**src/sv/vrp_pkg.sv**
```systemverilog
// ----------------------------------------------------------------------------
// vrp_pkg
// Shared widths, register codes, pipeline word types and divider step.
// ----------------------------------------------------------------------------
package vrp_pkg;

    localparam int VTX_W     = 24;
    localparam int TRIG_W    = 16;
    localparam int SCL_W     = 24;
    localparam int FRAC_TRIG = 14;
    localparam int Q16       = 16;
    localparam int X1_W      = 27;
    localparam int Y2_W      = 30;
    localparam int W_W       = 31;
    localparam int NUM_W     = 56;
    localparam int DEN_W     = 31;
    localparam int RQ_W      = DEN_W + NUM_W;
    localparam int LANES     = 3;
    localparam int QC_W      = 35;
    localparam int DEPTH_W   = 24;
    localparam int PIX_W     = 16;
    localparam int ADDR_W    = 5;

    localparam logic signed [W_W-1:0]   Z_SHIFT   = 31'sd196608;
    localparam logic [DEN_W-1:0]        Q16_DEN   = 31'd65536;

    localparam logic [2:0] REG_ROT_Z_COS   = 3'd0;
    localparam logic [2:0] REG_ROT_Z_SIN   = 3'd1;
    localparam logic [2:0] REG_ROT_X_COS   = 3'd2;
    localparam logic [2:0] REG_ROT_X_SIN   = 3'd3;
    localparam logic [2:0] REG_PROJ_X_SCL  = 3'd4;
    localparam logic [2:0] REG_PROJ_Y_SCL  = 3'd5;
    localparam logic [2:0] REG_PROJ_Z_SCL  = 3'd6;
    localparam logic [2:0] REG_PROJ_Z_OFS  = 3'd7;

    typedef struct packed {
        logic signed [TRIG_W-1:0] rzc;
        logic signed [TRIG_W-1:0] rzs;
        logic signed [TRIG_W-1:0] rxc;
        logic signed [TRIG_W-1:0] rxs;
        logic signed [SCL_W-1:0]  pxs;
        logic signed [SCL_W-1:0]  pys;
        logic signed [SCL_W-1:0]  pzs;
        logic signed [SCL_W-1:0]  pzo;
    } cfg_t;

    typedef struct packed {
        logic signed [X1_W-1:0] x1;
        logic signed [Y2_W-1:0] y2;
        logic signed [W_W-1:0]  w;
    } rot_t;

    // Lane 0 is x, lane 1 is y, lane 2 is depth.
    typedef struct packed {
        logic [LANES-1:0][RQ_W-1:0] rq;
        logic [DEN_W-1:0]           den;
        logic [LANES-1:0]           neg;
        logic                       wz;
    } div_t;

    // One restoring division step: remainder in the top bits, numerator
    // bits shifting out at the top of the low part, quotient bits in below.
    function automatic logic [RQ_W-1:0] div_step(input logic [RQ_W-1:0] rq,
                                                 input logic [DEN_W-1:0] den);
        logic [DEN_W:0]   t;
        logic [DEN_W:0]   d;
        logic [DEN_W-1:0] r;
        t = rq[RQ_W-1:NUM_W-1];
        d = t - {1'b0, den};
        if (d[DEN_W]) begin
            r = t[DEN_W-1:0];
        end else begin
            r = d[DEN_W-1:0];
        end
        return {r, rq[NUM_W-2:0], ~d[DEN_W]};
    endfunction

    function automatic div_t div_stage(input div_t d);
        div_t o;
        o = d;
        for (int i = 0; i < LANES; i++) begin
            o.rq[i] = div_step(d.rq[i], d.den);
        end
        return o;
    endfunction

endpackage

```
**src/sv/vrp_screen.sv**
```systemverilog
// ----------------------------------------------------------------------------
// vrp_screen
// Quotient sign fixup, clamps, pixel mapping and the output register.
// ----------------------------------------------------------------------------
module vrp_screen import vrp_pkg::*; #(
    parameter int SCREEN_WIDTH  = 400,
    parameter int SCREEN_HEIGHT = 172
) (
    input  logic                      aclk,
    input  logic                      aresetn,
    input  logic                      in_valid,
    output logic                      in_ready,
    input  div_t                      in_data,
    output logic                      out_valid,
    input  logic                      out_ready,
    output logic signed [PIX_W-1:0]   screen_x,
    output logic signed [PIX_W-1:0]   screen_y,
    output logic signed [DEPTH_W-1:0] depth,
    output logic                      w_zero
);

    localparam int SWX_W = $clog2(SCREEN_WIDTH + 1);
    localparam int SWY_W = $clog2(SCREEN_HEIGHT + 1);
    localparam int PXW   = QC_W + SWX_W + 1;
    localparam int PYW   = QC_W + SWY_W + 1;
    localparam int MAP_SH = Q16 + 1;

    localparam logic signed [SWX_W:0] SIZE_X = (SWX_W + 1)'(SCREEN_WIDTH);
    localparam logic signed [SWY_W:0] SIZE_Y = (SWY_W + 1)'(SCREEN_HEIGHT);
    localparam logic signed [NUM_W:0] QC_MAX = (NUM_W + 1)'(1) <<< (QC_W - 2);
    localparam logic signed [NUM_W:0] QC_MIN = -QC_MAX;
    localparam logic signed [NUM_W:0] D_MAX  = (NUM_W + 1)'((1 <<< (DEPTH_W - 1)) - 1);
    localparam logic signed [NUM_W:0] D_MIN  = -D_MAX - (NUM_W + 1)'(1);
    localparam logic signed [QC_W-1:0] ONE_Q = QC_W'(1 <<< Q16);
    localparam logic signed [PXW-1:0] RND_X  = PXW'((1 <<< MAP_SH) - 1);
    localparam logic signed [PYW-1:0] RND_Y  = PYW'((1 <<< MAP_SH) - 1);
    localparam logic signed [PIX_W-1:0] PIX_MAX = {1'b0, {(PIX_W - 1){1'b1}}};
    localparam logic signed [PIX_W-1:0] PIX_MIN = {1'b1, {(PIX_W - 1){1'b0}}};

    logic [2:0] v_reg;
    logic [2:0] rdy;

    logic signed [NUM_W:0]   q [LANES];
    logic signed [QC_W-1:0]  a_qx_reg, a_qy_reg, a_qx_next, a_qy_next;
    logic signed [DEPTH_W-1:0] a_d_reg, a_d_next, b_d_reg;
    logic                    a_wz_reg, b_wz_reg;
    logic signed [PXW-1:0]   b_px_reg;
    logic signed [PYW-1:0]   b_py_reg;
    logic signed [PXW-1:0]   adj_x, sh_x;
    logic signed [PYW-1:0]   adj_y, sh_y;
    logic signed [PIX_W-1:0] c_x_next, c_y_next;
    logic signed [PIX_W-1:0] c_x_reg, c_y_reg;
    logic signed [DEPTH_W-1:0] c_d_reg;
    logic                    c_wz_reg;

    assign rdy[2] = !v_reg[2] || out_ready;
    assign rdy[1] = !v_reg[1] || rdy[2];
    assign rdy[0] = !v_reg[0] || rdy[1];

    always_ff @(posedge aclk) begin
        if (!aresetn) begin
            v_reg <= '0;
        end else begin
            if (rdy[0]) v_reg[0] <= in_valid;
            if (rdy[1]) v_reg[1] <= v_reg[0];
            if (rdy[2]) v_reg[2] <= v_reg[1];
        end
    end

    // Truncating quotient; with zero w the divisor was 2^16 and a negative
    // value with a remainder steps down by one to give the floor.
    always_comb begin
        for (int i = 0; i < LANES; i++) begin
            q[i] = $signed({1'b0, in_data.rq[i][NUM_W-1:0]});
            if (in_data.neg[i]) q[i] = -q[i];
            if (in_data.wz && in_data.neg[i] && (in_data.rq[i][RQ_W-1:NUM_W] != '0)) begin
                q[i] = q[i] - (NUM_W + 1)'(1);
            end
        end
        a_qx_next = (q[0] > QC_MAX) ? QC_W'(QC_MAX) :
                    (q[0] < QC_MIN) ? QC_W'(QC_MIN) : QC_W'(q[0]);
        a_qy_next = (q[1] > QC_MAX) ? QC_W'(QC_MAX) :
                    (q[1] < QC_MIN) ? QC_W'(QC_MIN) : QC_W'(q[1]);
        a_d_next  = (q[2] > D_MAX) ? DEPTH_W'(D_MAX) :
                    (q[2] < D_MIN) ? DEPTH_W'(D_MIN) : DEPTH_W'(q[2]);
    end

    always_comb begin
        adj_x = b_px_reg + (b_px_reg[PXW-1] ? RND_X : '0);
        adj_y = b_py_reg + (b_py_reg[PYW-1] ? RND_Y : '0);
        sh_x  = adj_x >>> MAP_SH;
        sh_y  = adj_y >>> MAP_SH;
        c_x_next = (sh_x > PXW'(PIX_MAX)) ? PIX_MAX :
                   (sh_x < PXW'(PIX_MIN)) ? PIX_MIN : PIX_W'(sh_x);
        c_y_next = (sh_y > PYW'(PIX_MAX)) ? PIX_MAX :
                   (sh_y < PYW'(PIX_MIN)) ? PIX_MIN : PIX_W'(sh_y);
    end

    always_ff @(posedge aclk) begin
        if (rdy[0]) begin
            a_qx_reg <= a_qx_next;
            a_qy_reg <= a_qy_next;
            a_d_reg  <= a_d_next;
            a_wz_reg <= in_data.wz;
        end
        if (rdy[1]) begin
            b_px_reg <= (a_qx_reg + ONE_Q) * SIZE_X;
            b_py_reg <= (a_qy_reg + ONE_Q) * SIZE_Y;
            b_d_reg  <= a_d_reg;
            b_wz_reg <= a_wz_reg;
        end
        if (rdy[2]) begin
            c_x_reg  <= c_x_next;
            c_y_reg  <= c_y_next;
            c_d_reg  <= b_d_reg;
            c_wz_reg <= b_wz_reg;
        end
    end

    assign in_ready  = rdy[0];
    assign out_valid = v_reg[2];
    assign screen_x  = c_x_reg;
    assign screen_y  = c_y_reg;
    assign depth     = c_d_reg;
    assign w_zero    = c_wz_reg;

endmodule

```
**config.mk**
```make
export PLATFORM = sky130hd
export DESIGN_NAME = vrp_screen
export DESIGN_NICKNAME = d
export VERILOG_FILES = /design/src/sv/vrp_pkg.sv /design/src/sv/vrp_screen.sv
export SDC_FILE = /design/constraint.sdc
export NUM_CORES = 1
export LEC_CHECK = 0
export BUFFER_PORTS_ARGS = -buffer_cell sky130_fd_sc_hd__buf_4
export CAP_MARGIN = 0
export CORE_ASPECT_RATIO = 0.6
export CORE_MARGIN = 2
export CORE_UTILIZATION = 40
export DETAILED_ROUTE_END_ITERATION = 8
export PLACE_DENSITY = 0.58
export SYNTH_ARGS = -nofsm -noshare
export SYNTH_HDL_FRONTEND = slang
export SYNTH_SLANG_ARGS = --single-unit
```
**constraint.sdc**
```tcl
create_clock -name aclk -period 9 [get_ports aclk]
set_input_delay 0.45 -clock aclk [delete_from_list [all_inputs] [get_ports aclk]]
set_output_delay 0.45 -clock aclk [all_outputs]
set_load 0.005 [all_outputs]
```
### Word-level counts from Yosys, hierarchy flattened

Index checks and enable logic that the tools add are counted.

* register bits after elaboration: 263
* output and inout bits: 59
* word-level logic and storage cells: 69

* $add $sub $neg: 10
* multipliers: 2
* magnitude comparators: 10
* mux-type cells: 13
* reductions and logical operators: 17

Operators with widths (count)
* $mux 57: 6
* $neg 56->57: 3
* $sub 57x2->57 const B: 3
* $gt 57x35->1 const B: 2
* $lt 57x34->1 const B: 2
* $reduce_bool 31->1: 3
* $add 35x18->36 const B: 2
* $mux 35: 2
* $gt 57x24->1 const B: 1
* $lt 57x24->1 const B: 1
* $add 45x17->45: 1
* $add 44x17->44: 1
* $mul 36x7->42 const B: 1
* $mul 36x6->41 const B: 1
* $mux 17: 2
* $mux 16: 2
* $gt 28x16->1 const B: 1
* $lt 28x16->1 const B: 1
* $gt 27x16->1 const B: 1
* $lt 27x16->1 const B: 1
* $mux 24: 1
* $logic_and 1x1->1: 6
* $reduce_or 2->1: 2
* $logic_not 1->1: 3
* $logic_or 1x1->1: 3

### Longest topological paths before layout

Gate-level depths: netlist of run 1.

* depth after elaboration: 6
* mapped depth: 25
* mapped depth without buffers: 24

### Worst setup path before layout of run 1

No wires, ideal clock.

* path type: flip-flop to flip-flop
* from: register a_qy_reg[18]
* to: register b_py_reg[42], data pin
* setup time: 0.260 ns
* data arrival time: 5.205 ns
* required time: 8.740 ns
* slack: 3.536 ns
* stages on the path, launching flop included: 19
* path buffers: 0
* path through: edfxtp_1 and3_1 and3_1 and2_1 nand2_1 nor2_1 a21boi_0 ha_1 ha_1 inv_1 fa_1 inv_1 fa_1 ha_1 or3_1 a311o_1 a31o_2 a21oi_1 xnor2_1

* longest elaborated chain between the ends: 2

Ends and longest elaborated chain
* from (decl): line vrp_screen.sv:44 `logic signed [QC_W-1:0] a_qx_reg, a_qy_reg, a_qx_next, a_qy_next;`
* from (signal assigned): line vrp_screen.sv:102 `a_qy_reg <= a_qy_next;`
* $add 35x18->36: line vrp_screen.sv:108 `b_py_reg <= (a_qy_reg + ONE_Q) * SIZE_Y;`
* $mul 36x7->42: line vrp_screen.sv:108
* to (signal assigned): line vrp_screen.sv:108
* to (decl): line vrp_screen.sv:48 `logic signed [PYW-1:0] b_py_reg;`

Every way passes these cells.
A chain may end at the register's enable or synchronous reset.

### Worst setup path in the final report of run 1

* from: input port in_data[1] (netlist bit)
* to: register a_qx_reg[1], data pin

* longest elaborated chain between the ends: 5
* elaborated cells between the ends (all ways): 8
* classes of those cells: add/sub: 1; order compare: 2; mux: 2; reduce/logical: 3

Ends and longest elaborated chain
* from (decl): line vrp_screen.sv:13 `input div_t in_data,`
* $mux 57 or $logic_and 1x1->1 (tied branches): line vrp_screen.sv:75, vrp_screen.sv:76
* $sub 57x2->57 or $logic_and 1x1->1 (tied branches): line vrp_screen.sv:77, vrp_screen.sv:76
* $mux 57 *: line vrp_screen.sv:76 `if (in_data.wz && in_data.neg[i] && (in_data.rq[i][RQ_W-1:NUM_W] != '0)) begin`
* $gt 57x35->1 or $lt 57x34->1 (tied branches): line vrp_screen.sv:80, vrp_screen.sv:81
* $reduce_or 2->1 (no line)
* to (signal assigned): line vrp_screen.sv:101 `a_qx_reg <= a_qx_next;`
* to (decl): line vrp_screen.sv:44

Every way passes the cells marked *; elsewhere a longest branch is shown, timed or not.

==> flow_metrics.env, run 1 <==
export IMPL_hold_viol_final=0
export IMPL_fmax_ghz=0.154
export IMPL_clkTransAtPathRegs_ns=0.07
export IMPL_yosysTopAreaCell="edfxtp_1"
export IMPL_r2r_setup_slack_ns=2.80
export IMPL_yosysSeqAreaShare_pct=26.0
export IMPL_required_ns=9.43
export IMPL_synth_area_top_cells="edfxtp_1 26%, ha_1 10%, xnor2_1 7.1%"
export IMPL_synth_area_um2=30300
export IMPL_drc=0
export IMPL_clock_latency_ns=0.60
export IMPL_grt_max_degree=69
export IMPL_cts_tree="done"
export IMPL_rows=78
export IMPL_fin_crit_ns=6.48
export IMPL_syn_avg_cell_area_um2=8.84
export IMPL_cts_max_level=1
export IMPL_critPathCaptureType="flip-flop"
export IMPL_endpoint="a_qx_reg[1]"
export IMPL_synthFlopType="edfxtp_1"
export IMPL_slowest_stage="or4b_1"
export IMPL_dieArea_um2=78000
export IMPL_max_stage_delay_ns=0.93
export IMPL_skew_ns=0.0260
export IMPL_ys_types=106
export IMPL_core_area_um2=75200
export IMPL_ios=359
export IMPL_pwr_density_cell_nw_per_um2=102
export IMPL_grtUsageTotal_pct=21.7
export IMPL_synth_warning_count=0
export IMPL_area_growth_pct=14.5
export IMPL_crit_fanout=68
export IMPL_max_cap_viol_count=0
export IMPL_antenna_found_initial=3
export IMPL_final_layout_size_suffix_gt1_share_pct=14.0
export IMPL_cts_sinks=263
export IMPL_synth_edf_count=260
export IMPL_setup_tns_ns=0
export IMPL_gp_congestion=0.949
export IMPL_setup_viol=0
export IMPL_num_antenna_cells=0
export IMPL_fin_crit_sh_pct=72.0
export IMPL_drt_iter0_drc=2343
export IMPL_placed_cells=4645
export IMPL_cts_root_buffer="clkbuf_16"
export IMPL_worstPathArrival_ns=6.91
export IMPL_portBuffers=327
export IMPL_rsz0062_at_grt="false"
export IMPL_die_h_um=217
export IMPL_cp_cell_sequence="buf_4, clkinv_1, a41o_1, xor2_1, a21boi_1, nand4_1, or4b_1, or3_1, or4_1, and2_4, a2111oi_4, o211ai_4, a221oi_2"
export IMPL_r2r_start="a_qy_reg[18]"
export IMPL_synthCells=3426
export IMPL_synth_fp_nets=4080
export IMPL_cts_buffers=31
export IMPL_dp_hpwl_um=69800
export IMPL_slew_limit_headroom_pct=17.9
export IMPL_ctsHoldBuffers=0
export IMPL_cts_setup_buffers=0
export IMPL_async_flop_share_pct=0
export IMPL_ys_ff_latch=263
export IMPL_cts_buffer_depth=3
export IMPL_finalNonFillerCells=4702
export IMPL_first_global_vias=24209
export IMPL_power_leakage_nw=14.5
export IMPL_wire_per_inst_um=18.4
export IMPL_hp_class="input pin to flip-flop"
export IMPL_fin_nets=4332
export IMPL_start_util_pct=40.2
export IMPL_drv_slew=0
export IMPL_outcome="completed"
export IMPL_viasPerCell=5.63
export IMPL_r2r_cells=24
export IMPL_ant_nets=0
export IMPL_cts_resized=0
export IMPL_largest_reg_flops=42
export IMPL_synth_top_area_share_pct=25.8
export IMPL_critical_path_class="input pin to flip-flop"
export IMPL_wirelength_um=86500
export IMPL_firstDrtPassIters=5
export IMPL_worstMarginPinSlew_ns=1.22
export IMPL_grt_first_pass_wirelength_um=137000
export IMPL_startpoint="in_data[1]"
export IMPL_ir_worst_vdd_uv=138
export IMPL_fill_cells=7417
export IMPL_grt_overflow=0
export IMPL_die_w_um=359
export IMPL_hold_ws_ns=0.0801
export IMPL_start_kind="input pin"
export IMPL_timing_rr_end="b_py_reg[41]"
export IMPL_vias=26453
power by group:
part           switching, mW  internal [mW]  total [mW]
Combinational          0.466          0.341       0.807
Sequential            0.0426           1.42        1.46
Clock                  0.540          0.732        1.27
cells by family after synthesis:
| family | count (synthesis) | synth area share [%] |
|---|---|---|
| AO/OA/AOI/OAI | 744 | 17.1 |
| XOR/XNOR | 416 | 12.1 |
| adder cells (fa/ha/maj) | 354 | 17.2 |
| buffers and inverters | 515 | 6.62 |
| flip-flops | 263 | 26.0 |
| multiplexers | 19 | 0.653 |
| AND/OR/NAND/NOR | 1115 | 20.4 |
synthesized netlist by cell type, types with 20 or more instances:
| master | instances |
|---|---|
| ha_1 | 252 |
| o21ai_0 | 128 |
| inv_1 | 379 |
| nand3_1 | 129 |
| clkbuf_1 | 90 |
| a21oi_2 | 20 |
| and3_1 | 46 |
| nand2b_1 | 33 |
| a211oi_1 | 20 |
| a31oi_1 | 40 |
| nor2b_1 | 23 |
| nand4_1 | 82 |
| nand2_1 | 170 |
| o31ai_1 | 46 |
| nor3_1 | 104 |
| xnor2_1 | 246 |
| o21bai_1 | 20 |
| o21ai_1 | 21 |
| or3_1 | 53 |
| a21o_1 | 49 |
| buf_2 | 29 |
| nor4_1 | 102 |
| and2_1 | 22 |
| a21oi_1 | 145 |
| fa_1 | 102 |
| edfxtp_1 | 260 |
| o41ai_1 | 41 |
| xor2_1 | 168 |
| or2_2 | 22 |
| or4_1 | 42 |
| nor2_1 | 190 |
layer usage:
layer,track usage (%),vias to the layer above,wire length (um)
li1,-,13074,-
met5,0,-,0
met1,37.1,12410,47400
met3,3.70,47,6830
met4,2.19,0,714
met2,27.9,922,31600
worst max-delay path, delay by kind of cell:
kind | cells | cell delay, ns
AO/OA/AOI/OAI | 5 | 2.05
XOR/XNOR | 1 | 0.28
buffers and inverters | 2 | 1.46
AND/OR/NAND/NOR | 5 | 2.63
final cells by class:
class                   instances  area (um2)  share of cell area [%]
clock inverters                21         218                   0.628
well taps                    1000        1250                    3.61
multi-input cells            2648       20400                    59.0
inverters                     381        1430                    4.13
repair buffers                353        2650                    7.65
flip-flops and latches        263        7870                    22.7
clock buffers                  36         805                    2.32
through the flow:
stage / instance area, um2 / power [mW] / utilization (%) / setup slack [ns]
2_1_floorplan: 30300 / 1.94 / - / 3.54
3_3_place_gp: 33600 / 2.28 / 44.7 / 2.05
3_5_place_dp: 33600 / 2.28 / 44.7 / 2.00
4_1_cts: 34700 / 3.57 / 46.1 / 2.64
5_1_grt: 34700 / 3.71 / 46.1 / 2.25
6_report: 34700 / 3.54 / 46.1 / 2.52
how the worst min path moves through the flow:
stage / start / slack (ns) / cells past startpoint / end
after CTS: aresetn / 0.04 / 2 / v_reg[2]
after floorplan: a_d_reg[0] / 0.40 / 0 / b_d_reg[0]
final: aresetn / 0.08 / 2 / v_reg[2]
after detailed placement: a_d_reg[16] / 0.40 / 0 / b_d_reg[16]
after global placement: b_d_reg[22] / 0.40 / 0 / depth[22]
after global routing: aresetn / 0.06 / 2 / v_reg[2]
cell usage in the layout (no fill, tap or decap), drive strengths merged, types with 112 or more instances in the layout:
master  count
a21oi     165
buf       353
edfxtp    260
ha        252
inv       383
nand2     171
nand3     131
nor2      190
nor4      112
o21ai     149
xnor2     248
xor2      168
No activity file was read; power rests on OpenSTA's default activity.
==> inputs of run 2 (changes only) <==
ABC_AREA = 1   (was not set)
clock period = 6.78 ns   (was 9 ns; I/O delays follow)
==> run 2 against run 1 <==
Net effect: routed wire length rose by 37%; via count rose by 37%; register-to-register slack worse by 2.0 ns; clock power is 30% higher; area after synthesis is 17% higher; largest power group unchanged.
==> flow_metrics.env, run 2 <==
export IMPL_worstPathArrival_ns=6.34
export IMPL_synthCells=5590
export IMPL_min_path_cells=1
export IMPL_synth_area_um2=35300
export IMPL_ys_ff_latch=263
export IMPL_dieArea_um2=90700
export IMPL_multi_input_area_um2=23700
export IMPL_fin_nets=6561
export IMPL_wirelength_um=119000
export IMPL_r2r_start="a_qy_reg[18]"
export IMPL_pwr_density_cell_nw_per_um2=138
export IMPL_vias=36154
export IMPL_async_flop_share_pct=0
export IMPL_synth_area_top_cells="edfxtp_1 22%, nand2_1 18%, inv_1 9.4%"
export IMPL_slew_limit_headroom_pct=30.4
export IMPL_ios=359
export IMPL_grt_first_pass_wirelength_um=186000
export IMPL_synth_warning_count=0
export IMPL_yosysTopAreaCell="edfxtp_1"
export IMPL_critical_path_class="flip-flop to flip-flop"
export IMPL_yosysSeqAreaShare_pct=22.3
export IMPL_setup_tns_ns=0
export IMPL_final_layout_size_suffix_gt1_share_pct=10.5
export IMPL_cts_max_level=1
export IMPL_start_kind="flip-flop"
export IMPL_endpoint="b_py_reg[43]"
export IMPL_rsz0062_at_grt="false"
export IMPL_area_growth_pct=13.3
export IMPL_max_stage_delay_ns=0.53
export IMPL_seq_area_um2=7870
export IMPL_die_w_um=387
export IMPL_dp_hpwl_um=102000
export IMPL_wire_per_inst_um=16.7
export IMPL_fin_crit_ns=6.00
export IMPL_firstDrtPassIters=6
export IMPL_worstMarginPinSlew_ns=1.04
export IMPL_hold_ws_ns=0.0849
export IMPL_die_h_um=234
export IMPL_hold_viol_final=0
export IMPL_cts_root_buffer="clkbuf_16"
export IMPL_synth_top_cells_by_count="1733 x nand2_1, 884 x inv_1, 870 x nor2_1"
export IMPL_drv_slew=0
export IMPL_ir_worst_vdd_uv=174
export IMPL_slowest_stage="fa_1"
export IMPL_grt_max_degree=102
export IMPL_setup_viol=0
export IMPL_first_global_vias=32735
export IMPL_synthFlopType="edfxtp_1"
export IMPL_cts_sinks=263
export IMPL_synth_most_common_cell="nand2_1"
export IMPL_grtUsageTotal_pct=25.9
export IMPL_clock_latency_ns=0.59
export IMPL_grt_overflow=0
export IMPL_power_leakage_nw=20.4
export IMPL_largest_reg_flops=42
export IMPL_most_common_layout_cells="1731 x nand2_1, 883 x inv_1, 870 x nor2_1, 478 x nand3_1, 336 x buf_4"
export IMPL_required_ns=7.11
export IMPL_rows=84
export IMPL_startpoint="a_qy_reg[18]"
export IMPL_drt_iter0_drc=3581
export IMPL_outcome="completed"
export IMPL_crit_fanout=10
export IMPL_cts_tree="done"
export IMPL_synth_fp_nets=6244
export IMPL_max_cap_viol_count=0
export IMPL_r2r_setup_slack_ns=0.78
export IMPL_timing_rr_end="b_py_reg[43]"
export IMPL_clkTransAtPathRegs_ns=0.06
export IMPL_drc=0
export IMPL_setup_ws_ns=0.777
export IMPL_synth_top_area_share_pct=22.1
export IMPL_ys_types=56
export IMPL_portBuffers=327
export IMPL_skew_ns=0.0131
export IMPL_start_util_pct=40.4
export IMPL_fin_crit_sh_pct=88.5
export IMPL_cts_setup_buffers=0
export IMPL_ant_nets=0
export IMPL_hp_class="input pin to flip-flop"
export IMPL_r2r_cells=30
export IMPL_synth_edf_count=260
export IMPL_pre_cts_ws_ns=0.817
export IMPL_viasPerCell=5.09
export IMPL_cts_buffer_depth=3
export IMPL_critPathCaptureType="flip-flop"
export IMPL_syn_avg_cell_area_um2=6.31
export IMPL_final_common_cell="nand2_1"
export IMPL_fill_cells=9338
export IMPL_core_area_um2=87400
export IMPL_cts_buffers=28
export IMPL_antenna_found_initial=12
export IMPL_gp_congestion=0.993
export IMPL_fmax_ghz=0.167
## run 2: stage by stage
step,utilization (%),cell area (um2),cells,total power [mW]
global route,45.7,40000,7098,5.88
detailed placement,44.5,39000,7036,3.87
finish,45.7,40000,7098,5.51
CTS,45.7,40000,7090,5.54
global placement,44.5,39000,7036,3.85
floorplan,-,35300,5590,3.22
## run 2: how the worst min path moves through the flow
stage,from,end,slack (ns)
5_1_grt,in_data[0],a_wz_reg,0.04
3_5_place_dp,a_d_reg[10],b_d_reg[10],0.40
3_3_place_gp,b_d_reg[3],depth[3],0.40
2_1_floorplan,a_d_reg[0],b_d_reg[0],0.40
6_report,in_data[0],a_wz_reg,0.08
4_1_cts,in_data[0],a_wz_reg,0.04
## run 2: critical path: cells and delay by family, from the launching register on
kind	cells	cell delay, ns
compound gates	2	0.38
xor+xnor	1	0.16
flops	1	0.38
buf+inv	3	0.19
simple gates	19	2.56
fa+ha+maj	5	2.06
## run 2: cell families after synthesis
group | Yosys count | share of synthesized area, %
flops | 263 | 22.3
xor+xnor | 171 | 4.27
buf+inv | 951 | 10.5
simple gates | 3534 | 43.3
fa+ha+maj | 354 | 14.7
compound gates | 317 | 4.89
## run 2: what timing repair did
| item | in CTS | in global routing |
|---|---|---|
| hold endpoints to repair | 3 | 0 |
| hold buffers | 2 | 0 |
| resized for setup | 0 | 0 |
## run 2: where the power goes
group	switching (mW)	internal, mW
logic	1.11	0.649
registers	0.114	1.99
clock network	0.689	0.957
## run 2: layout make-up
cell class	instances	area share (%)
Inverter	900	8.46
Multi-Input combinational cell	4376	59.4
Clock buffer	32	1.79
Tap cell	1161	3.63
Antenna cell	8	0.0501
Clock inverter	20	0.673
Timing Repair Buffer	338	6.36
Sequential cell	263	19.7
## run 2: per-layer routing
metal | wire [um] | share of wire, % | vias to the layer above | track usage (%)
met2 | 40700 | 34 | 1240 | 32.5
met4 | 953 | 0.80 | 6 | 2.78
met5 | 37 | 0.031 | - | 0.675
li1 | - | - | 18389 | -
met1 | 64900 | 55 | 16454 | 43.3
met3 | 12000 | 10 | 65 | 6.38
